`src/design/rmq_pkg.sv`:
```
`default_nettype none
package rmq_pkg;
    localparam int SAMPLE_WIDTH  = 16;
    localparam int FRACTION_BITS = 14;
    localparam int QUEUE_DEPTH   = 2;

    typedef struct packed {
        logic signed [SAMPLE_WIDTH-1:0] rot_r1c1;
        logic signed [SAMPLE_WIDTH-1:0] rot_r1c2;
        logic signed [SAMPLE_WIDTH-1:0] rot_r1c3;
        logic signed [SAMPLE_WIDTH-1:0] rot_r2c1;
        logic signed [SAMPLE_WIDTH-1:0] rot_r2c2;
        logic signed [SAMPLE_WIDTH-1:0] rot_r2c3;
        logic signed [SAMPLE_WIDTH-1:0] rot_r3c1;
        logic signed [SAMPLE_WIDTH-1:0] rot_r3c2;
        logic signed [SAMPLE_WIDTH-1:0] rot_r3c3;
    } rmq_in_t;

    typedef struct packed {
        logic signed [SAMPLE_WIDTH-1:0] quat_w;
        logic signed [SAMPLE_WIDTH-1:0] quat_x;
        logic signed [SAMPLE_WIDTH-1:0] quat_y;
        logic signed [SAMPLE_WIDTH-1:0] quat_z;
        logic                           degenerate;
    } rmq_out_t;

    typedef enum logic [1:0] {
        BR_W = 2'd0,
        BR_X = 2'd1,
        BR_Y = 2'd2,
        BR_Z = 2'd3
    } rmq_branch_t;
endpackage
`default_nettype wire

```
`src/design/rmq_fifo.sv`:
```
`default_nettype none
// short queue between front and back, registered flops
module rmq_fifo #(
    parameter int W     = 8,
    parameter int DEPTH = rmq_pkg::QUEUE_DEPTH
) (
    input  wire  logic         aclk,
    input  wire  logic         aresetn,
    input  wire  logic [W-1:0] wr_data,
    input  wire  logic         wr_valid,
    output logic               wr_ready,
    output logic [W-1:0]       rd_data,
    output logic               rd_valid,
    input  wire  logic         rd_ready
);
    localparam int PW = (DEPTH > 1) ? $clog2(DEPTH) : 1;
    logic [W-1:0]  mem_reg [DEPTH];
    logic [PW-1:0] wp_reg, rp_reg;
    logic [PW:0]   cnt_reg;
    logic          wr, rd;

    assign wr_ready = cnt_reg != (PW+1)'(DEPTH);
    assign rd_valid = cnt_reg != '0;
    assign rd_data  = mem_reg[rp_reg];
    assign wr = wr_valid && wr_ready;
    assign rd = rd_valid && rd_ready;

    always_ff @(posedge aclk) begin
        if (!aresetn) begin
            wp_reg  <= '0;
            rp_reg  <= '0;
            cnt_reg <= '0;
        end else begin
            if (wr) begin
                wp_reg <= (wp_reg == PW'(DEPTH-1)) ? '0 : wp_reg + 1'b1;
            end
            if (rd) begin
                rp_reg <= (rp_reg == PW'(DEPTH-1)) ? '0 : rp_reg + 1'b1;
            end
            cnt_reg <= cnt_reg + (PW+1)'(wr) - (PW+1)'(rd);
        end
        if (wr) begin
            mem_reg[wp_reg] <= wr_data;
        end
    end

    a_cnt_bound: assert property (@(posedge aclk) disable iff (!aresetn)
        cnt_reg <= (PW+1)'(DEPTH)) else $error("queue overflow");
    a_no_wr_full: assert property (@(posedge aclk) disable iff (!aresetn)
        (cnt_reg == (PW+1)'(DEPTH) && !rd) |=> cnt_reg == (PW+1)'(DEPTH))
        else $error("queue count lost");
endmodule
`default_nettype wire

```
`config.mk`:
```
export PLATFORM = sky130hd
export DESIGN_NAME = rmq_fifo
export DESIGN_NICKNAME = d
export VERILOG_FILES = /design/src/design/rmq_pkg.sv /design/src/design/rmq_fifo.sv
export SDC_FILE = /design/constraint.sdc
export NUM_CORES = 1
export LEC_CHECK = 0
export BUFFER_PORTS_ARGS = -buffer_cell sky130_fd_sc_hd__clkbuf_2
export CAP_MARGIN = 20
export CORE_MARGIN = 1.5
export CORE_UTILIZATION = 53
export DETAILED_ROUTE_END_ITERATION = 12
export GPL_TIMING_DRIVEN = 0
export PLACE_DENSITY = 0.8
export SLEW_MARGIN = 5
export SYNTH_ARGS = -nofsm -noshare
export SYNTH_HDL_FRONTEND = slang
export SYNTH_SLANG_ARGS = --single-unit
```
`constraint.sdc`:
```
create_clock -name aclk -period 3.8 [get_ports aclk]
set_input_delay 0.76 -clock aclk [delete_from_list [all_inputs] [get_ports aclk]]
set_output_delay 0.76 -clock aclk [all_outputs]
set_load 0.01 [all_outputs]
```
After elaboration in Yosys (flattened, before gate mapping)
Memory sizes are Yosys's and may differ from the RTL's. A register that Yosys moved wholly into a read port is not among the register bits.
Index checks and enable logic that the tools add are counted.
Operators by class
  reductions and logical operators: 3
  $add $sub $neg: 4
  equal/unequal tests: 1
  mux-type cells: 6
Operators with widths (count)
  1-bit two-way mux: 6
  1-bit adder, second input constant: 2
  2-bit by 1-bit adder with 2-bit output: 1
  1-bit logical AND: 2
  2-bit != test, second input constant: 1
  2-bit nonzero test: 1
  2-bit by 1-bit subtractor with 2-bit output: 1
Word-level totals
  logic and storage cells: 18
  register bits: 4
  output and inout port bits: 10
  memories: 1
  memory bits (writable): 16
Memories
  mem_reg: depth 2, width 8, rd ports 1, clocked after Yosys merged registers in 1, write ports 1, RTL line rmq_fifo.sv:17  | logic [W-1:0] mem_reg [DEPTH];

Logic depth before layout (Yosys ltp)
Gate-level depths: netlist of the first run.
  word-level depth: 4
  depth in mapped cells: 6
  depth with buffers taken out: 6

Worst setup path before layout of the first run
No wires, ideal clock.
  path kind: register -> output
  from: reg (tool-made name)
  to: out rd_data[0]
  path buffers: 1
  data required time: 3040 ps
  arrival time: 823 ps
  cell stages (with the launch flop): 3
  setup slack: 2217 ps
  path through: dfxtp_1 -> buf_2 -> mux2_2
RTL lines
  to (decl): RTL line rmq_fifo.sv:12  | output logic [W-1:0] rd_data,

==> impl_metrics.yaml, run 1 <==
outcome:
  status: "completed"
worst_setup_path:
  r2r-end: "mem_reg[0][4]"
  max_stage_delay_ps: 360
  required_ps: 3040
  path_buf_inv: 2
  rr_startpoint: "cnt_reg[0]"
  worstSetupStartpointType: "register"
  r2r_slack_ps: 2430
  crit_fanout: 8
  cp.arrival_ps: 1300
  cpLargestDelayFamily: "multiplexers"
  crit_chain: "buf_2, mux2_2, clkbuf_2"
  cp-end-kind: "output port"
  worstRegToRegCells: 3
  slowest_stage: "mux2_2"
  worstSetupPathType: "reg -> out"
synth:
  yosysWarnings: 0
  ys_ff_latch: 21
  synth_nets: 67
  syn_inst: 54
  synth_area_um2: 846
  synth_area_per_cell_um2: 15.7
  ys_types: 23
  synth-seq-area-share_pct: 68.6
global_route:
  antenna_found_initial: 0
  grt_pass1_wl_mm: 2.02
  grt_pass1_vias: 491
  grt-ovfl-total: 0
  grt_max_degree: 13
  grt_use_total_pct: 15.8
route:
  ant_nets: 0
  drt_iter0_markers: 5
  routed-via-count: 509
  drc: 0
  via_per_inst: 5.36
  firstDrtPassIters: 4
  routed_wl_mm: 1.26
  wl_per_cell_um: 13.3
die:
  start_util_pct: 56.1
  core_mm2: 0.00151
  die-area_mm2: 0.00184
  die_y_um: 43.0
  ioPinCount: 22
  fp-row-count: 14
  fp.dieW_um: 43.0
sta:
  setup_viol: 0
  period_minus_slack_ps: 2060
  timing.final.crit_share_pct: 54.3
  timing.final.ws_setup_ps: 1740
  hold_viol: 0
  hold_ws_ps: 595
  tightestPinTransition_ps: 329
  fmax_ghz: 0.485
  slew_viol_final: 0
  skew_ps: 3.03
  rsz0062_at_grt: "false"
  finalSetupTns_ps: 0
  relSlewSlack_pct: 78.1
clocking:
  clock_latency_ps: 300
  clk_path_buf_depth: 2
  path_clk_slew_ps: 110
  htreeDepth: 1
  clock-root-buffer: "clkbuf_4"
  clock_sink_count: 21
  postCtsSetupRepairBufs: 0
  ctsResizeCount: 0
  tritoncts: "done"
  cts_inserted_buffers: 3
  cts_hold_buffers: 0
min_path:
  hold_start: "rp_reg"
  hold_end: "rp_reg"
  hp-class: "reg -> reg"
  min_path_cells: 2
place:
  io_buffers: 21
  pre_cts_slack_ps: 2050
  gp_congestion: 0.770
power:
  vdd_ir_drop_max_mv: 0.344
  leakage_nw: 0.398
  total_power_mw: 0.548
  power_density_mw_per_mm2: 549
final_layout:
  nets: 93
  final_cell_mix: "clkbuf_2 (21), edfxtp_1 (16), mux2_2 (8), dfxtp_1 (5)"
  final_common_cell: "clkbuf_2"
  drive_gt1_share_pct: 48.1
  largest_reg_flops: 16
  utilization_pct: 66.3
  n_antenna_cell: 0
  area_growth_pct: 18.0
run:
  maxCapViolations: 0
## cells in the mapped netlist (all sizes together)
cell type	instances	area, µm²
or2	1	6.26
nor2	1	3.75
nand3	2	10.0
nand2b	3	21.3
inv	1	3.75
and3	1	7.51
o21ai	2	10.0
and2	3	18.8
nand3b	1	7.51
buf	1	5.00
ha	1	12.5
dfxtp	5	100
nand2	2	7.51
xnor2	1	8.76
mux2	8	90.1
a21boi	1	11.3
edfxtp	16	480
mux2i	1	10.0
a21bo	1	10.0
o311ai	1	16.3
a21oi	1	5.00
## area by class of cell
class                   instances  area [µm²]
flip-flops and latches         21         581
fillers                       117         508
multi-input cells              31         256
repair buffers                 21         105
clock buffers                   3        22.5
well taps                      16        20.0
clock inverters                 1        5.00
plain buffers                   1        5.00
inverters                       1        3.75
## worst max-delay path by stage
| stage | start | end | slack (ps) | cells past startpoint |
|---|---|---|---|---|
| 2_1_floorplan | register | rd_data[0] | 2220 | 2 |
| 3_3_place_gp | register | rd_data[1] | 2070 | 3 |
| 3_5_place_dp | register | rd_data[1] | 2050 | 3 |
| 4_1_cts | register | rd_data[1] | 1710 | 3 |
| 5_1_grt | register | rd_data[1] | 1660 | 3 |
| 6_report | register | rd_data[1] | 1740 | 3 |
## metal layers
layer / wire (µm) / GRT usage, % / vias to the layer above
li1: - / - / 251
met1: 527 / 18.2 / 241
met4: 12 / 11.5 / 0
met5: 0 / 0 / -
met3: 80 / 2.98 / 2
met2: 644 / 26.1 / 15
## per-stage QoR
stage | instances | instance area [µm²]
after floorplan | 54 | 846
after global placement | 91 | 971
after detailed placement | 91 | 971
after CTS | 95 | 998
after global routing | 95 | 998
final | 95 | 998
## power by group
group | total [mW] | switching [mW] | leakage [nW] | internal (mW)
registers | 0.297 | 0.0167 | 0.191 | 0.281
clock network | 0.103 | 0.0642 | 0.0177 | 0.0392
logic | 0.147 | 0.0725 | 0.189 | 0.0750
total | 0.548 | 0.153 | 0.398 | 0.395
## cell families after synthesis
group,Yosys count,synth area share [%]
flip-flops,21,68.6
AND/OR/NAND/NOR,14,9.76
multiplexers,9,11.8
AO/OA/AOI/OAI,6,6.21
buffers and inverters,2,1.03
XOR/XNOR,1,1.04
adder cells (fa/ha/maj),1,1.48
## worst min-delay path: stages (launching register included)
cell and delay [ps]:
dfxtp_1 340, xnor2_1 80, and2_1 150
Note: power is estimated with default switching activity, not from simulation.
==> run 2, diff against run 1 <==
--- a/config.mk
+++ b/config.mk
@@ -8,10 +8,10 @@
 export BUFFER_PORTS_ARGS = -buffer_cell sky130_fd_sc_hd__clkbuf_2
 export CAP_MARGIN = 20
 export CORE_MARGIN = 1.5
-export CORE_UTILIZATION = 53
+export CORE_UTILIZATION = 49
 export DETAILED_ROUTE_END_ITERATION = 12
 export GPL_TIMING_DRIVEN = 0
-export PLACE_DENSITY = 0.8
+export PLACE_DENSITY = 0.75
 export SLEW_MARGIN = 5
 export SYNTH_ARGS = -nofsm -noshare
 export SYNTH_HDL_FRONTEND = slang
==> constraint.sdc (replaced) <==
create_clock -name aclk -period 2 [get_ports aclk]
set_input_delay 0.4 -clock aclk [delete_from_list [all_inputs] [get_ports aclk]]
set_output_delay 0.4 -clock aclk [all_outputs]
set_load 0.01 [all_outputs]
==> run 2 against run 1 <==
  * Count of clock-buffer cells in the layout up 1
  * Via count decreased by 3.7%
  * The flow now finishes with violations (DRC)
  * Global-route usage is 1.8 points lower
  * Critical path depth did not move
  * Critical path type unchanged
  * Cell count unchanged
==> impl_metrics.yaml, run 2 (synthesized netlist as in run 1, its figures left out) <==
power:
  power_density_mw_per_mm2: 1040
  vdd_ir_drop_max_mv: 0.641
  leakage_nw: 0.395
clocking:
  clock_sink_count: 21
  clock_latency_ps: 290
  path_clk_slew_ps: 110
  tritoncts: "done"
  clock-root-buffer: "clkbuf_4"
  clk_path_buf_depth: 2
  postCtsSetupRepairBufs: 0
  cts_hold_buffers: 0
  ctsResizeCount: 0
  cts_inserted_buffers: 3
  htreeDepth: 1
sta:
  finalSetupTns_ps: 0
  period_minus_slack_ps: 1700
  slew_viol_final: 0
  skew_ps: 8.26
  relSlewSlack_pct: 78.6
  hold_viol: 0
  rsz0062_at_grt: "false"
  setup_viol: 0
  fmax_ghz: 0.588
  tightestPinTransition_ps: 321
  timing.final.crit_share_pct: 85.0
final_layout:
  drive_gt1_share_pct: 46.8
  final_cell_mix: "clkbuf_2 (21), edfxtp_1 (16), mux2_2 (8), dfxtp_1 (5)"
  area_growth_pct: 17.9
  final_common_cell: "clkbuf_2"
  n_antenna_cell: 0
  utilization_pct: 64.0
  nets: 93
  largest_reg_flops: 16
die:
  core_mm2: 0.00156
  fp.dieW_um: 44.5
  die-area_mm2: 0.00198
  die_y_um: 44.5
  start_util_pct: 54.3
  fp-row-count: 14
  ioPinCount: 22
route:
  ant_nets: 0
  wl_per_cell_um: 12.3
  routed_wl_mm: 1.17
  routed-via-count: 490
  firstDrtPassIters: 8
  drc: 3
  via_per_inst: 5.16
  drt_iter0_markers: 7
global_route:
  antenna_found_initial: 0
  grt_pass1_vias: 462
  grt_pass1_wl_mm: 1.93
  grt-ovfl-total: 0
  grt_max_degree: 12
  grt_use_total_pct: 14.0
worst_setup_path:
  required_ps: 1600
  cp-end-kind: "output port"
  crit_fanout: 8
  r2r_slack_ps: 650
  r2r-end: "cnt_reg[1]"
  cp.arrival_ps: 1300
  worstSetupStartpointType: "register"
  worstRegToRegCells: 6
  worstSetupPathType: "reg -> out"
  rr_startpoint: "cnt_reg[0]"
min_path:
  hold_start: "wr_data[5]"
  hold_end: "mem_reg[0][5]"
  hp-class: "in -> reg"
  min_path_cells: 1
run:
  maxCapViolations: 0
place:
  dp_hpwl_um: 846
  io_buffers: 21
  gp_congestion: 0.735
outcome:
  violations: "DRC"
  status: "finished, violations left"
## run 2: worst max path at each step
stage / start / endpoint / cells after the start
floorplan: cnt_reg[0] / cnt_reg[0] / 5
finish: register / rd_data[0] / 3
global route: register / rd_data[0] / 3
detailed placement: register / rd_data[0] / 3
global placement: register / rd_data[6] / 3
CTS: register / rd_data[0] / 3
## run 2: metrics by stage
step           power, mW  cell area (µm²)  hold WS [ps]  setup slack (ps)  std cells
3_5_place_dp       0.859              971           560               597         91
5_1_grt             1.10              997           263               215         95
3_3_place_gp       0.848              971           542               618         91
4_1_cts             1.04              997           291               275         95
6_report            1.03              997           293               299         95
2_1_floorplan      0.762              846           499               686         54
## run 2: layout make-up
cell class              count  area, µm²
plain buffers               1       5.00
clock buffers               4       26.3
fillers                   122        562
inverters                   1       3.75
multi-input cells          31        256
flip-flops and latches     21        581
well taps                  16       20.0
repair buffers             21        105
## run 2: power breakdown
part	switching [mW]	internal, mW	leakage, nW	total, mW
clock	0.112	0.0772	0.0150	0.189
sequential	0.0304	0.533	0.191	0.564
combinational	0.138	0.143	0.189	0.280
## run 2: metal layers
layer  wire length (µm)  track usage (%)
met1                538             16.3
met5                  0                0
met2                534             22.9
met4                  9             5.45
met3                 83             5.71
## run 2: worst max-delay path: stages (launching register included)
cell and delay [ps]:
dfxtp_1 320, buf_2 210, mux2_2 350, clkbuf_2 130
