`src/design/rmq_pkg.sv`:
```
`default_nettype none
package rmq_pkg;
    localparam int SAMPLE_WIDTH  = 16;
    localparam int FRACTION_BITS = 14;
    localparam int QUEUE_DEPTH   = 2;

    typedef struct packed {
        logic signed [SAMPLE_WIDTH-1:0] rot_r1c1;
        logic signed [SAMPLE_WIDTH-1:0] rot_r1c2;
        logic signed [SAMPLE_WIDTH-1:0] rot_r1c3;
        logic signed [SAMPLE_WIDTH-1:0] rot_r2c1;
        logic signed [SAMPLE_WIDTH-1:0] rot_r2c2;
        logic signed [SAMPLE_WIDTH-1:0] rot_r2c3;
        logic signed [SAMPLE_WIDTH-1:0] rot_r3c1;
        logic signed [SAMPLE_WIDTH-1:0] rot_r3c2;
        logic signed [SAMPLE_WIDTH-1:0] rot_r3c3;
    } rmq_in_t;

    typedef struct packed {
        logic signed [SAMPLE_WIDTH-1:0] quat_w;
        logic signed [SAMPLE_WIDTH-1:0] quat_x;
        logic signed [SAMPLE_WIDTH-1:0] quat_y;
        logic signed [SAMPLE_WIDTH-1:0] quat_z;
        logic                           degenerate;
    } rmq_out_t;

    typedef enum logic [1:0] {
        BR_W = 2'd0,
        BR_X = 2'd1,
        BR_Y = 2'd2,
        BR_Z = 2'd3
    } rmq_branch_t;
endpackage
`default_nettype wire

```
`src/design/rmq_front.sv`:
```
`default_nettype none
// picks the branch, forms the root argument and the three numerators
module rmq_front #(
    parameter int SW = rmq_pkg::SAMPLE_WIDTH,
    parameter int FB = rmq_pkg::FRACTION_BITS,
    parameter int AW = SW + 3
) (
    input  wire  logic                   aclk,
    input  wire  logic                   aresetn,
    input  wire  logic [9*SW-1:0]        in_data,
    input  wire  logic                   in_valid,
    output logic                         in_ready,
    output logic                         out_valid,
    input  wire  logic                   out_ready,
    output logic [1:0]                   out_branch,
    output logic                         out_neg,
    output logic [AW-1:0]                out_arg,
    output logic signed [AW-1:0]         out_n0,
    output logic signed [AW-1:0]         out_n1,
    output logic signed [AW-1:0]         out_n2
);
    logic signed [AW-1:0] m11, m12, m13, m21, m22, m23, m31, m32, m33;
    logic signed [AW-1:0] tr, arg;
    logic signed [AW-1:0] n0, n1, n2;
    logic [1:0]           br;
    logic                 valid_reg;
    logic [1:0]           br_reg;
    logic                 neg_reg;
    logic [AW-1:0]        arg_reg;
    logic signed [AW-1:0] n0_reg, n1_reg, n2_reg;
    localparam logic signed [AW-1:0] ONE = AW'(1) <<< FB;

    always_comb begin
        m11 = AW'($signed(in_data[9*SW-1 -: SW]));
        m12 = AW'($signed(in_data[8*SW-1 -: SW]));
        m13 = AW'($signed(in_data[7*SW-1 -: SW]));
        m21 = AW'($signed(in_data[6*SW-1 -: SW]));
        m22 = AW'($signed(in_data[5*SW-1 -: SW]));
        m23 = AW'($signed(in_data[4*SW-1 -: SW]));
        m31 = AW'($signed(in_data[3*SW-1 -: SW]));
        m32 = AW'($signed(in_data[2*SW-1 -: SW]));
        m33 = AW'($signed(in_data[SW-1 -: SW]));
        tr  = m11 + m22 + m33;
        if (tr > 0) begin
            br = rmq_pkg::BR_W;
            arg = tr + ONE;
            n0 = m32 - m23; n1 = m13 - m31; n2 = m21 - m12;
        end else if (m11 > m22 && m11 > m33) begin
            br = rmq_pkg::BR_X;
            arg = ONE + m11 - m22 - m33;
            n0 = m32 - m23; n1 = m12 + m21; n2 = m13 + m31;
        end else if (m22 > m33) begin
            br = rmq_pkg::BR_Y;
            arg = ONE + m22 - m11 - m33;
            n0 = m13 - m31; n1 = m12 + m21; n2 = m23 + m32;
        end else begin
            br = rmq_pkg::BR_Z;
            arg = ONE + m33 - m11 - m22;
            n0 = m21 - m12; n1 = m13 + m31; n2 = m23 + m32;
        end
    end

    assign in_ready  = !valid_reg || out_ready;
    assign out_valid = valid_reg;
    assign out_branch = br_reg;
    assign out_neg = neg_reg;
    assign out_arg = arg_reg;
    assign out_n0 = n0_reg;
    assign out_n1 = n1_reg;
    assign out_n2 = n2_reg;

    always_ff @(posedge aclk) begin
        if (!aresetn) begin
            valid_reg <= 1'b0;
        end else if (in_ready) begin
            valid_reg <= in_valid;
        end
        if (in_ready && in_valid) begin
            br_reg  <= br;
            neg_reg <= arg < 0;
            arg_reg <= (arg < 0) ? '0 : arg;
            n0_reg  <= n0;
            n1_reg  <= n1;
            n2_reg  <= n2;
        end
    end
endmodule
`default_nettype wire

```
`config.mk`:
```
export PLATFORM = sky130hd
export DESIGN_NAME = rmq_front
export DESIGN_NICKNAME = d
export VERILOG_FILES = /design/src/design/rmq_pkg.sv /design/src/design/rmq_front.sv
export SDC_FILE = /design/constraint.sdc
export NUM_CORES = 1
export LEC_CHECK = 0
export BUFFER_PORTS_ARGS = -buffer_cell sky130_fd_sc_hd__buf_2
export CAP_MARGIN = 10
export CORE_MARGIN = 2
export CORE_UTILIZATION = 61
export CTS_BUF_LIST = sky130_fd_sc_hd__clkbuf_4
export DETAILED_ROUTE_END_ITERATION = 10
export GPL_ROUTABILITY_DRIVEN = 1
export HOLD_SLACK_MARGIN = 0.08
export PLACE_DENSITY = 0.94
export SLEW_MARGIN = 20
export SYNTH_ARGS = -nofsm -noshare
export SYNTH_HDL_FRONTEND = slang
export SYNTH_SLANG_ARGS = --single-unit
```
`constraint.sdc`:
```
create_clock -name aclk -period 8.2 [get_ports aclk]
set_input_delay 1.64 -clock aclk [delete_from_list [all_inputs] [get_ports aclk]]
set_output_delay 1.64 -clock aclk [all_outputs]
set_load 0.05 [all_outputs]
```
# Word-level counts from Yosys, hierarchy flattened
# Cells that the tools add are included.
[op_classes]
n_mux = 13
reduce_logical = 5
add_sub_neg = 18
order_cmp = 5
[op_table]
columns = ["operator", "count"]
rows = [
  ["$mux 19", 11],
  ["$add 16x16->17", 4],
  ["$sub 18x16->19", 3],
  ["$sub 17x16->18", 3],
  ["$add 16x16->17 const A", 3],
  ["$sub 16x16->17", 3],
  ["$gt 16x16->1", 3],
  ["$add 18x16->19 const B", 1],
  ["$lt 19x1->1 const B", 1],
  ["$add 17x16->18", 1],
  ["$gt 18x1->1 const B", 1],
  ["$logic_and 1x1->1", 2],
  ["$mux 1", 2],
  ["$reduce_or 2->1", 1],
  ["$logic_not 1->1", 1],
  ["$logic_or 1x1->1", 1],
]
[word_totals]
word_cells = 49
out_inout_bits = 81
register_bits = 80

# Longest topological paths before layout
# Gate-level depths: netlist of the first run.
[depth]
ltp_word = 7
depth_mapped = 26
ltp_nobuf = 23

# Least setup slack after synthesis of the first run
# Ideal clock, no wire load.
[synth_path]
path_type = "input-to-reg"
startpoint = "input in_data[2]"
endpoint = "register n2_reg[7], in the netlist out_n2[7], data pin"
path_buffers = 1
path_stages = 22
required_time_ps = 7940
arrival_ps = 5898
setup_slack_ps = 2042
cell_sequence = "inv_1 -> fa_1 -> inv_1 -> ha_1 -> a21oi_1 -> o21ai_0 -> a31oi_1 -> o211a_1 -> nor2_1 -> a31oi_1 -> o21ai_0 -> xor2_1 -> inv_1 -> ha_1 -> nand2_1 -> nor4_1 -> o2111a_1 -> nand4_1 -> nor4_1 -> a21o_1 -> buf_1 -> mux2_2"
[synth_between]
elab_chain_cells = 4
elab_cells_between_ends = 6
[synth_lines]
columns = ["element", "line", "text"]
rows = [
  ["start, declared", "rmq_front.sv:10", "input wire logic [9*SW-1:0] in_data,"],
  ["branches (longest 3 deep; another with $add 17x16->18)", "n/a", ""],
  ["$mux 19 *", "rmq_front.sv:44", "if (tr > 0) begin"],
  ["via n2[7]", "rmq_front.sv:24", "logic signed [AW-1:0] n0, n1, n2;"],
  ["end signal, assigned", "rmq_front.sv:84", "n2_reg <= n2;"],
  ["end, declared", "rmq_front.sv:30", "logic signed [AW-1:0] n0_reg, n1_reg, n2_reg;"],
]
# Mark *: on every way through the listed nets, which the timed path passes.
# A chain may end at the register's enable or synchronous reset.

# Worst setup path after layout of the first run
[layout_path]
startpoint = "input in_data[2]"
endpoint = "register n1_reg[15], in the netlist out_n1[15], data pin"
[layout_between]
elab_chain_cells = 4
elab_cells_between_ends = 8
[layout_lines]
columns = ["element", "line", "text"]
rows = [
  ["branches (longest 3 deep; another with $add 17x16->18)", "n/a", ""],
  ["$mux 19 *", "rmq_front.sv:44", ""],
  ["via n1[15]", "rmq_front.sv:24", ""],
  ["end signal, assigned", "rmq_front.sv:83", "n1_reg <= n1;"],
  ["end, declared", "rmq_front.sv:30", ""],
]
# Marks and branches as above.

==> results of run 1 <==
-- final cells by class --
type	count	area (um2)	area share, %
Multi-Input combinational cell	1392	11700	71.1
Sequential cell	74	2210	13.4
Timing Repair Buffer	236	1200	7.27
Inverter	220	826	5.00
Tap cell	324	405	2.45
Clock buffer	10	75.1	0.454
Clock inverter	6	57.6	0.348
Antenna cell	1	2.50	0.0151
-- cells in the mapped netlist (all sizes together), types with 13 or more instances --
cell type  count  area share (%)
fa            78              10
nand3         22            0.73
o211ai        13            0.65
clkbuf        38            0.95
a21o          31             1.5
o31ai         14            0.70
o21bai        21             1.0
buf           26            0.96
mux2i         40             2.7
o21a          14            0.70
nand2b        32             1.3
inv          220             5.5
ha           292              24
xor2          38             2.2
nand2         84             2.1
edfxtp        73              15
a21oi        130             4.3
o21ai         92             3.1
nor2b         30             1.2
xnor2         91             5.3
nor3          40             1.3
a211oi        25             1.2
nor2         123             3.1
or3           13            0.54
-- flip-flops by register name, indices dropped and copies added (netlist names) --
name        cells
out_n1         17
out_neg         1
out_arg        19
out_branch      2
out_valid       1
out_n2         17
out_n0         17
-- logic make-up after synthesis --
family          Yosys count  synth area share (%)
flops                    74                  14.7
xor+xnor                129                  7.52
simple gates            403                  13.2
fa+ha+maj               370                  34.7
other cells               1                0.0249
compound gates          443                  19.3
mux                      46                  3.11
buf+inv                 284                  7.40
-- metal layers --
layer / up-vias / global-route usage, % / routed length (um) / part of all wire, %
met1: 6479 / 41.3 / 17200 / 40
met2: 628 / 55.0 / 20100 / 47
met5: - / 0 / 25 / 0.058
met3: 155 / 4.75 / 3370 / 7.9
met4: 4 / 15.3 / 2160 / 5.0
li1: 6392 / - / - / -
-- metrics by stage --
| step | area (um2) | power (W) | worst slack [ns] | std cells |
|---|---|---|---|---|
| 2_1_floorplan | 15000 | 0.00214 | 2.04 | 1750 |
| 3_3_place_gp | 16400 | 0.00261 | 0.841 | 2246 |
| 3_5_place_dp | 16400 | 0.00267 | 0.600 | 2246 |
| 4_1_cts | 16500 | 0.00290 | 1.04 | 2262 |
| 5_1_grt | 16500 | 0.00313 | 0.512 | 2263 |
| 6_report | 16500 | 0.00295 | 0.928 | 2263 |
-- power groups by stage --
stage	logic (W)	registers, W	clock network (W)
2_1_floorplan	0.00128	0.000862	0
3_3_place_gp	0.00201	0.000603	0
3_5_place_dp	0.00207	0.000600	0
4_1_cts	0.00208	0.000594	0.000230
5_1_grt	0.00229	0.000598	0.000243
6_report	0.00212	0.000597	0.000232
-- cell usage in the layout, fill, tap and decap left out, drive strengths merged, types with 9 or more instances in the layout --
cell	Yosys	layout
o22ai	12	12
a21o	31	31
a21oi	130	130
nand2b	32	32
or3	13	13
and2	9	9
nand3	22	22
inv	220	220
nand2	84	84
o211ai	13	13
nor2b	30	30
o21a	14	14
mux2i	40	40
a31oi	11	11
clkbuf	38	10
o41ai	10	10
nor4	11	11
nor3	40	40
buf	26	236
o21ai	92	92
o21bai	21	21
xnor2	91	91
nor2	123	123
o31ai	14	14
ha	292	292
fa	78	78
xor2	38	38
a211oi	25	25
edfxtp	73	73
-- worst min-delay path: cells and delay by family (launching register included) --
family	cells	cell delay [ns]
flops	1	0.33
compound gates	1	0.09
simple gates	1	0.09
-- worst paths after layout --
kind	startpoint	endpoint	slack, ns	depth (start not counted)
worst min-delay path	out_valid	out_valid	0.55	2
worst max register to register	out_valid	out_n1[2]	6.55	2
worst max-delay path	in_data[2]	out_n1[15]	0.93	24
worst min register to register	out_valid	out_valid	0.55	2
==> results.tsv, run 1 <==
metric	value	unit
initial antenna violation count	3	
most used cell, CP	inv_1	
WHS	0.547	ns
nets	2451	
Switching Share	52.8	%
Core Util, Final	68.1	%
RSZ-0062 raised after global routing	false	
Internal Power	0.00139	W
Ys Warns	0	
P_sw	0.00156	W
via count	13700	
Crit Path Category	in2reg	
CP Capture Type	register	
Max Slew Vio Count	0	
Startpoint Class	primary input	
clock skew	0.00744	ns
GP Congestion	0.995	
IO Count	229	
Hold Fails Final Rpt	0	
Synth Register Bits	74	
cts hold-fix bufs	0	
DR vias/cell	6.04	
die area	25900	um2
Post-synth ARST share	0	%
Worst-Skew Late Latency	0.42	ns
top_reg_cell synth	edfxtp_1	
Clock transition at path regs	0.12	ns
Routed WL	42900	um
Post-DRT Antenna Nets	0	
Post-Syn Instances	1750	
Comb power frac	71.9	%
Max FO, Critical Path	51	
Starting Density	62.0	%
drt drc	0	
first-pass GRT wire length	67800	um
final setup TNS	0	ns
count of clock tree sinks	74	
CP required	8.38	ns
Avg Cell Area, Syn	8.59	um2
clock network power share	7.9	%
row cnt	57	
Power per Cell Area	178	nW/um2
Syn Nets	2268	
maximum clock rate	138	MHz
dpl hpwl	35900	um
largest stage delay on the critical path	0.61	ns
status	finished clean	
root buffer cell	clkbuf_4	
CTS Buf Count	9	
register area share after synthesis	14.7	%
Worst Hold Class	reg2reg	
Netlist cell types	77	
largest net degree at the start of global routing	74	
vias in the first global route	13500	
Core ar.	24200	um2
slowest CP cell	nor4_1	
Initial DRT Pass Iterations	8	
Die Span Y	161	um
final setup fails	0	
Fill cells	1920	
CP Data Arrival Time	7.45	ns
leakage power	8.16	nW
Tcrit/Tclk final	88.7	%
GRT Util Overall	32.6	%
H-tree levels	3	
Post-synth EDFFs	73	
crit path time final	7.27	ns
post-synthesis cell area	15000	um2
Area Overhead vs Synth	9.91	%
critical path's top delay family	compound AO/OA/AOI/OAI gates	
slew margin rel.	22.7	%
Routed WL per cell	18.9	um
maxcap violations	0	
CP bufs+invs	5	
IO buf count	228	
crit-path cells	buf_2 -> inv_1 -> fa_1 -> inv_1 -> ha_1 -> a21oi_1 -> o21ai_0 -> a31oi_1 -> o211a_1 -> nor2_1 -> a31oi_1 -> o21ai_0 -> xor2_1 -> inv_1 -> ha_1 -> nand2_1 -> nor4_1 -> o2111a_1 -> nand4_1 -> nor4_1 -> a21oi_4 -> buf_4 -> and3_1 -> or4_1	
maximum VDD drop	0.113	mV
layout cells sized above 1	14.4	%
Detailed Route Iter0 Violations	1431	
# resized after CTS	0	
Worst-Margin Slew	1.16	ns
die width	161	um
GRT overflow	0	
sequential share of power	20.3	%
maximum clock path buffer count	2	
CTS tree	built	
post-CTS setup buffer count	0	
Note: power is estimated with default switching activity, not from simulation.
==> run 2: changes to the inputs <==
--- a/config.mk
+++ b/config.mk
@@ -8,12 +8,13 @@
 export BUFFER_PORTS_ARGS = -buffer_cell sky130_fd_sc_hd__buf_2
 export CAP_MARGIN = 10
 export CORE_MARGIN = 2
-export CORE_UTILIZATION = 61
+export CORE_UTILIZATION = 40
 export CTS_BUF_LIST = sky130_fd_sc_hd__clkbuf_4
+export CTS_CLUSTER_SIZE = 12
 export DETAILED_ROUTE_END_ITERATION = 10
 export GPL_ROUTABILITY_DRIVEN = 1
 export HOLD_SLACK_MARGIN = 0.08
-export PLACE_DENSITY = 0.94
+export PLACE_DENSITY = 0.69
 export SLEW_MARGIN = 20
 export SYNTH_ARGS = -nofsm -noshare
 export SYNTH_HDL_FRONTEND = slang
==> run 2 against run 1 <==
Compared with the run above:
- hold slack got worse by 0.0066 ns
- design area up 1.3%
- largest cell class unchanged
- critical path type unchanged
- via count is 4.1% lower
- power grew 0.29%
- non-clock buffer count grew 3
- fmax up 3.3%
- clock-buffer cell count fell by 1
- routed wire length rose by 4.8%
==> results.tsv, run 2 (synthesized netlist as in run 1, its figures left out) <==
metric	value	unit	change
status	finished clean		unchanged
CTS tree	built		unchanged
Tcrit/Tclk final	85.8	%	was 88.7%
DR vias/cell	5.42		was 6.04
H-tree levels	3		unchanged
post-CTS setup buffer count	0		unchanged
pre-CTS WS	0.732	ns	was 0.600 ns
crit path launch	in_data[66]		was in_data[2]
Core ar.	37300	um2	was 24200 um2
maximum clock path buffer count	2		unchanged
placed inst area	16600	um2	was 16400 um2
first-pass GRT wire length	69900	um	was 67800 um
maxcap violations	0		unchanged
final setup TNS	0	ns	unchanged
Area Overhead vs Synth	11.3	%	was 9.91%
clock skew	0.0134	ns	was 0.00744 ns
Crit Path Category	in2reg		unchanged
IO Count	229		unchanged
Routed WL per cell	18.6	um	was 18.9 um
Starting Density	40.3	%	was 62.0%
cts hold-fix bufs	0		unchanged
Initial DRT Pass Iterations	7		was 8
Worst-Margin Slew	1.16	ns	about the same
final setup fails	0		unchanged
initial antenna violation count	1		was 3
row cnt	71		was 57
maximum VDD drop	0.0940	mV	was 0.113 mV
Clock transition at path regs	0.14	ns	was 0.12 ns
Routed WL	44900	um	was 42900 um
CP Data Arrival Time	7.32	ns	was 7.45 ns
Max Slew Vio Count	0		unchanged
IO buf count	228		unchanged
GRT Util Overall	22.9	%	was 32.6%
via count	13100		was 13700
root buffer cell	clkbuf_4		unchanged
Power per Cell Area	177	nW/um2	was 178 nW/um2
hold path startpoint	out_valid		unchanged
Hold Fails Final Rpt	0		unchanged
die width	198	um	was 161 um
most frequent cells in the layout	ha_1, buf_2, inv_1		unchanged
dpl hpwl	37300	um	was 35900 um
CTS Buf Count	9		unchanged
layout cells sized above 1	14.6	%	was 14.4%
Largest register FFs	19		unchanged
drt drc	0		unchanged
nets	2454		was 2451
largest net degree at the start of global routing	74		unchanged
CP Capture Type	register		unchanged
Die Span Y	198	um	was 161 um
Core Util, Final	44.9	%	was 68.1%
Detailed Route Iter0 Violations	941		was 1431
GRT overflow	0		unchanged
CP required	8.48	ns	was 8.38 ns
Final Cell Area	16700	um2	was 16500 um2
# resized after CTS	0		unchanged
count of clock tree sinks	74		unchanged
slew margin rel.	22.0	%	was 22.7%
Max FO, Critical Path	18		was 51
leading cell type in the layout, fill and taps excluded	ha_1		unchanged
GP Congestion	0.946		was 0.995
vias in the first global route	12900		was 13500
worst reg2reg startpoint	out_valid		unchanged
die area	39100	um2	was 25900 um2
leakage power	8.17	nW	was 8.16 nW
setup ws final	1.16	ns	was 0.928 ns
Post-DRT Antenna Nets	0		unchanged
Worst-Skew Late Latency	0.52	ns	was 0.42 ns
maximum clock rate	142	MHz	was 138 MHz
Startpoint Class	primary input		unchanged
crit path time final	7.04	ns	was 7.27 ns
Final Power	0.00296	W	was 0.00295 W
Worst Hold Class	reg2reg		unchanged
RSZ-0062 raised after global routing	false		unchanged
==> run 2: cell count changes in the layout (fill, tap and decap cells not counted), sizes merged <==
cell,before,now
inv,220,222
buf,236,239
clkinvlp,2,3
bufinv,1,0
clkbuf,10,9
clkinv,3,2
==> run 2: report_power, final <==
group	switching, W	leakage [nW]	total (W)	internal [W]
clock network	0.000175	0.0589	0.000239	0.0000639
logic	0.00138	7.39	0.00213	0.000753
registers	0.0000416	0.722	0.000586	0.000545
==> run 2: metrics by stage <==
step / hold WS, ns / cells
floorplan: 1.15 / 1750
global placement: 0.513 / 2398
detailed placement: 0.528 / 2398
CTS: 0.549 / 2414
finish: 0.541 / 2416
global route: 0.636 / 2416
==> run 2: final timing paths <==
check        slack (ns)  cells past startpoint          to
max                1.16                     23  out_n0[17]
min                0.54                      2   out_valid
max reg2reg        6.69                      3  out_arg[1]
min reg2reg        0.54                      2   out_valid
==> run 2: layer usage <==
metal / GRT usage (%) / up-vias / routed length (um)
met3: 2.52 / 43 / 2590
met5: 0 / - / 0
met1: 30.8 / 6212 / 20100
met4: 5.76 / 0 / 797
met2: 39.0 / 442 / 21400
li1: - / 6395 / -
==> run 2: critical path, cell delays in order <==
cell	delay, ns
buf_2	0.14
inv_1	0.19
fa_1	0.48
inv_1	0.22
ha_1	0.28
a21oi_1	0.18
o21ai_0	0.13
a31oi_1	0.38
o211a_1	0.26
nor2_1	0.08
a31oi_1	0.25
o21ai_0	0.16
xor2_1	0.20
inv_1	0.08
ha_1	0.14
nand2_1	0.05
nor4_1	0.18
o2111a_1	0.21
nand4_1	0.10
nor4_1	0.58
a21oi_4	0.23
or2_1	0.67
mux2_2	0.44
==> run 2: layout make-up <==
class,count,area [um2]
fill,3633,20600
multi-input combinational,1392,11700
sequential,74,2210
timing repair buffer,239,1240
inverter,220,826
tap,474,593
clock buffer,9,67.6
clock inverter,7,53.8
antenna,1,2.50
==> run 3: changes to the inputs <==
--- a/config.mk
+++ b/config.mk
@@ -15,6 +15,7 @@
 export GPL_ROUTABILITY_DRIVEN = 1
 export HOLD_SLACK_MARGIN = 0.08
 export PLACE_DENSITY = 0.69
+export RECOVER_POWER = 100
 export SLEW_MARGIN = 20
 export SYNTH_ARGS = -nofsm -noshare
 export SYNTH_HDL_FRONTEND = slang
==> run 3 against run 2 <==
Compared with the run above:
- the run now ends with capacitance limit, slew limit left
- non-clock buffer count is the same
- sequential share of layout area grew 0.13 points
- via count is essentially flat
- clock power is essentially flat
- register-to-register slack lost 3.0 ns
- hold slack lost 0.0015 ns
- highest routed layer unchanged
- sequential power grew 0.9%
- cell count is the same
- critical path depth is the same
- first-iteration DRC count shrank 1.8%
==> results.tsv, run 3 (synthesized netlist as in run 1, its figures left out) <==
metric	value	unit	change
status	complete, but fails checks		was finished clean
violated checks	capacitance limit, slew limit		
leading cell type in the layout, fill and taps excluded	ha_1		unchanged
first-pass GRT wire length	69900	um	unchanged
# resized after CTS	0		unchanged
Post-DRT Antenna Nets	0		unchanged
slew margin rel.	-110	%	was 22.0%
DR vias/cell	5.42		about the same
RSZ-0062 raised after global routing	false		unchanged
most frequent cells in the layout	ha_1, inv_1, buf_2		was ha_1, buf_2, inv_1
Clock transition at path regs	0.15	ns	was 0.14 ns
maximum clock rate	136	MHz	was 142 MHz
maximum VDD drop	0.0926	mV	was 0.0940 mV
Startpoint Class	primary input		unchanged
Tcrit/Tclk final	89.7	%	was 85.8%
Detailed Route Iter0 Violations	924		was 941
Worst-Margin Slew	3.15	ns	was 1.16 ns
initial antenna violation count	1		unchanged
root buffer cell	clkbuf_4		unchanged
IO buf count	228		unchanged
leakage power	7.91	nW	was 8.17 nW
count of clock tree sinks	74		unchanged
Power per Cell Area	176	nW/um2	was 177 nW/um2
Initial DRT Pass Iterations	5		was 7
crit path time final	7.35	ns	was 7.04 ns
CTS tree	built		unchanged
CP Capture Type	register		unchanged
worst reg2reg startpoint	out_valid		unchanged
GRT Util Overall	22.9	%	unchanged
via count	13100		about the same
Area Overhead vs Synth	10.3	%	was 11.3%
IO Count	229		unchanged
Routed WL	44900	um	about the same
final setup TNS	0	ns	unchanged
Starting Density	40.3	%	unchanged
hold path startpoint	out_valid		unchanged
Routed WL per cell	18.6	um	about the same
Hold Fails Final Rpt	0		unchanged
Worst-Skew Late Latency	0.51	ns	was 0.52 ns
Max FO, Critical Path	18		unchanged
H-tree levels	3		unchanged
nets	2454		unchanged
largest net degree at the start of global routing	74		unchanged
placed inst area	16600	um2	unchanged
die width	198	um	unchanged
GP Congestion	0.946		unchanged
maxcap violations	2		was 0
vias in the first global route	12900		unchanged
Core Util, Final	44.4	%	was 44.9%
row cnt	71		unchanged
final setup fails	0		unchanged
Crit Path Category	in2reg		unchanged
clock skew	0.0106	ns	was 0.0134 ns
cts hold-fix bufs	0		unchanged
GRT overflow	0		unchanged
layout cells sized above 1	10.0	%	was 14.6%
Largest register FFs	19		unchanged
CP required	8.48	ns	about the same
post-CTS setup buffer count	0		unchanged
Worst Hold Class	reg2reg		unchanged
Die Span Y	198	um	unchanged
die area	39100	um2	unchanged
maximum clock path buffer count	2		unchanged
Fill cells	3676		was 3633
flop-to-flop setup slack	3.69	ns	was 6.69 ns
Max Slew Vio Count	76		was 0
crit path launch	in_data[2]		was in_data[66]
drt drc	0		unchanged
dpl hpwl	37300	um	unchanged
Core ar.	37300	um2	unchanged
CTS Buf Count	9		unchanged
Final Cell Area	16600	um2	was 16700 um2
CP Data Arrival Time	7.63	ns	was 7.32 ns
run 3: cell types whose count changed in the layout (fill, tap and decap cells not counted), sizes merged:
cell,previous run,this run
buf,239,154
clkbuf,9,94
run 3: stage by stage:
stage / total power (W) / setup slack [ns] / instances / hold WS (ns)
3_3_place_gp: 0.00267 / 0.809 / 2398 / 0.513
6_report: 0.00292 / 0.846 / 2416 / 0.539
5_1_grt: 0.00314 / 0.465 / 2416 / 0.620
3_5_place_dp: 0.00269 / 0.732 / 2398 / 0.528
4_1_cts: 0.00295 / 1.25 / 2414 / 0.549
2_1_floorplan: 0.00214 / 2.04 / 1750 / 1.15
run 3: cell type report:
cell class	count	area [um2]	share of cell area (%)
Antenna cell	1	2.50	0.0151
Sequential cell	74	2210	13.3
Multi-Input combinational cell	1392	11700	70.7
Timing Repair Buffer	239	1110	6.69
Inverter	220	826	4.98
Tap cell	474	593	3.58
Clock inverter	7	53.8	0.325
Clock buffer	9	67.6	0.408
run 3: final timing paths:
path              endpoint  depth (start not counted)
min              out_valid                          2
max             out_n0[17]                         23
min reg2reg      out_valid                          2
max reg2reg  out_branch[1]                          3
run 3: per-layer routing:
layer | part of all wire, % | routed length (um) | vias to the layer above | track usage, %
li1 | - | - | 6393 | -
met1 | 45 | 20000 | 6203 | 30.8
met2 | 47 | 21300 | 461 | 39.0
met3 | 6.0 | 2680 | 45 | 2.52
met4 | 2.0 | 907 | 0 | 5.76
met5 | 0 | 0 | - | 0
run 3: worst max-delay path: stages:
cell and delay, ns:
clkbuf_1 0.19, inv_1 0.19, fa_1 0.59, inv_1 0.14, ha_1 0.31, a21oi_1 0.19
o21ai_0 0.13, a31oi_1 0.38, o211a_1 0.26, nor2_1 0.08, a31oi_1 0.25, o21ai_0 0.16
xor2_1 0.30, inv_1 0.08, ha_1 0.18, nand2_1 0.06, nor4_1 0.05, o2111a_1 0.13
nand4_1 0.09, nor4_1 0.08, a21oi_1 0.81, or2_1 0.90, mux2_2 0.42
run 3: report_power, final:
| part | internal (W) | switching, W |
|---|---|---|
| Sequential | 0.000547 | 0.0000445 |
| Combinational | 0.000720 | 0.00137 |
| Clock | 0.0000639 | 0.000174 |
| Total | 0.00133 | 0.00159 |
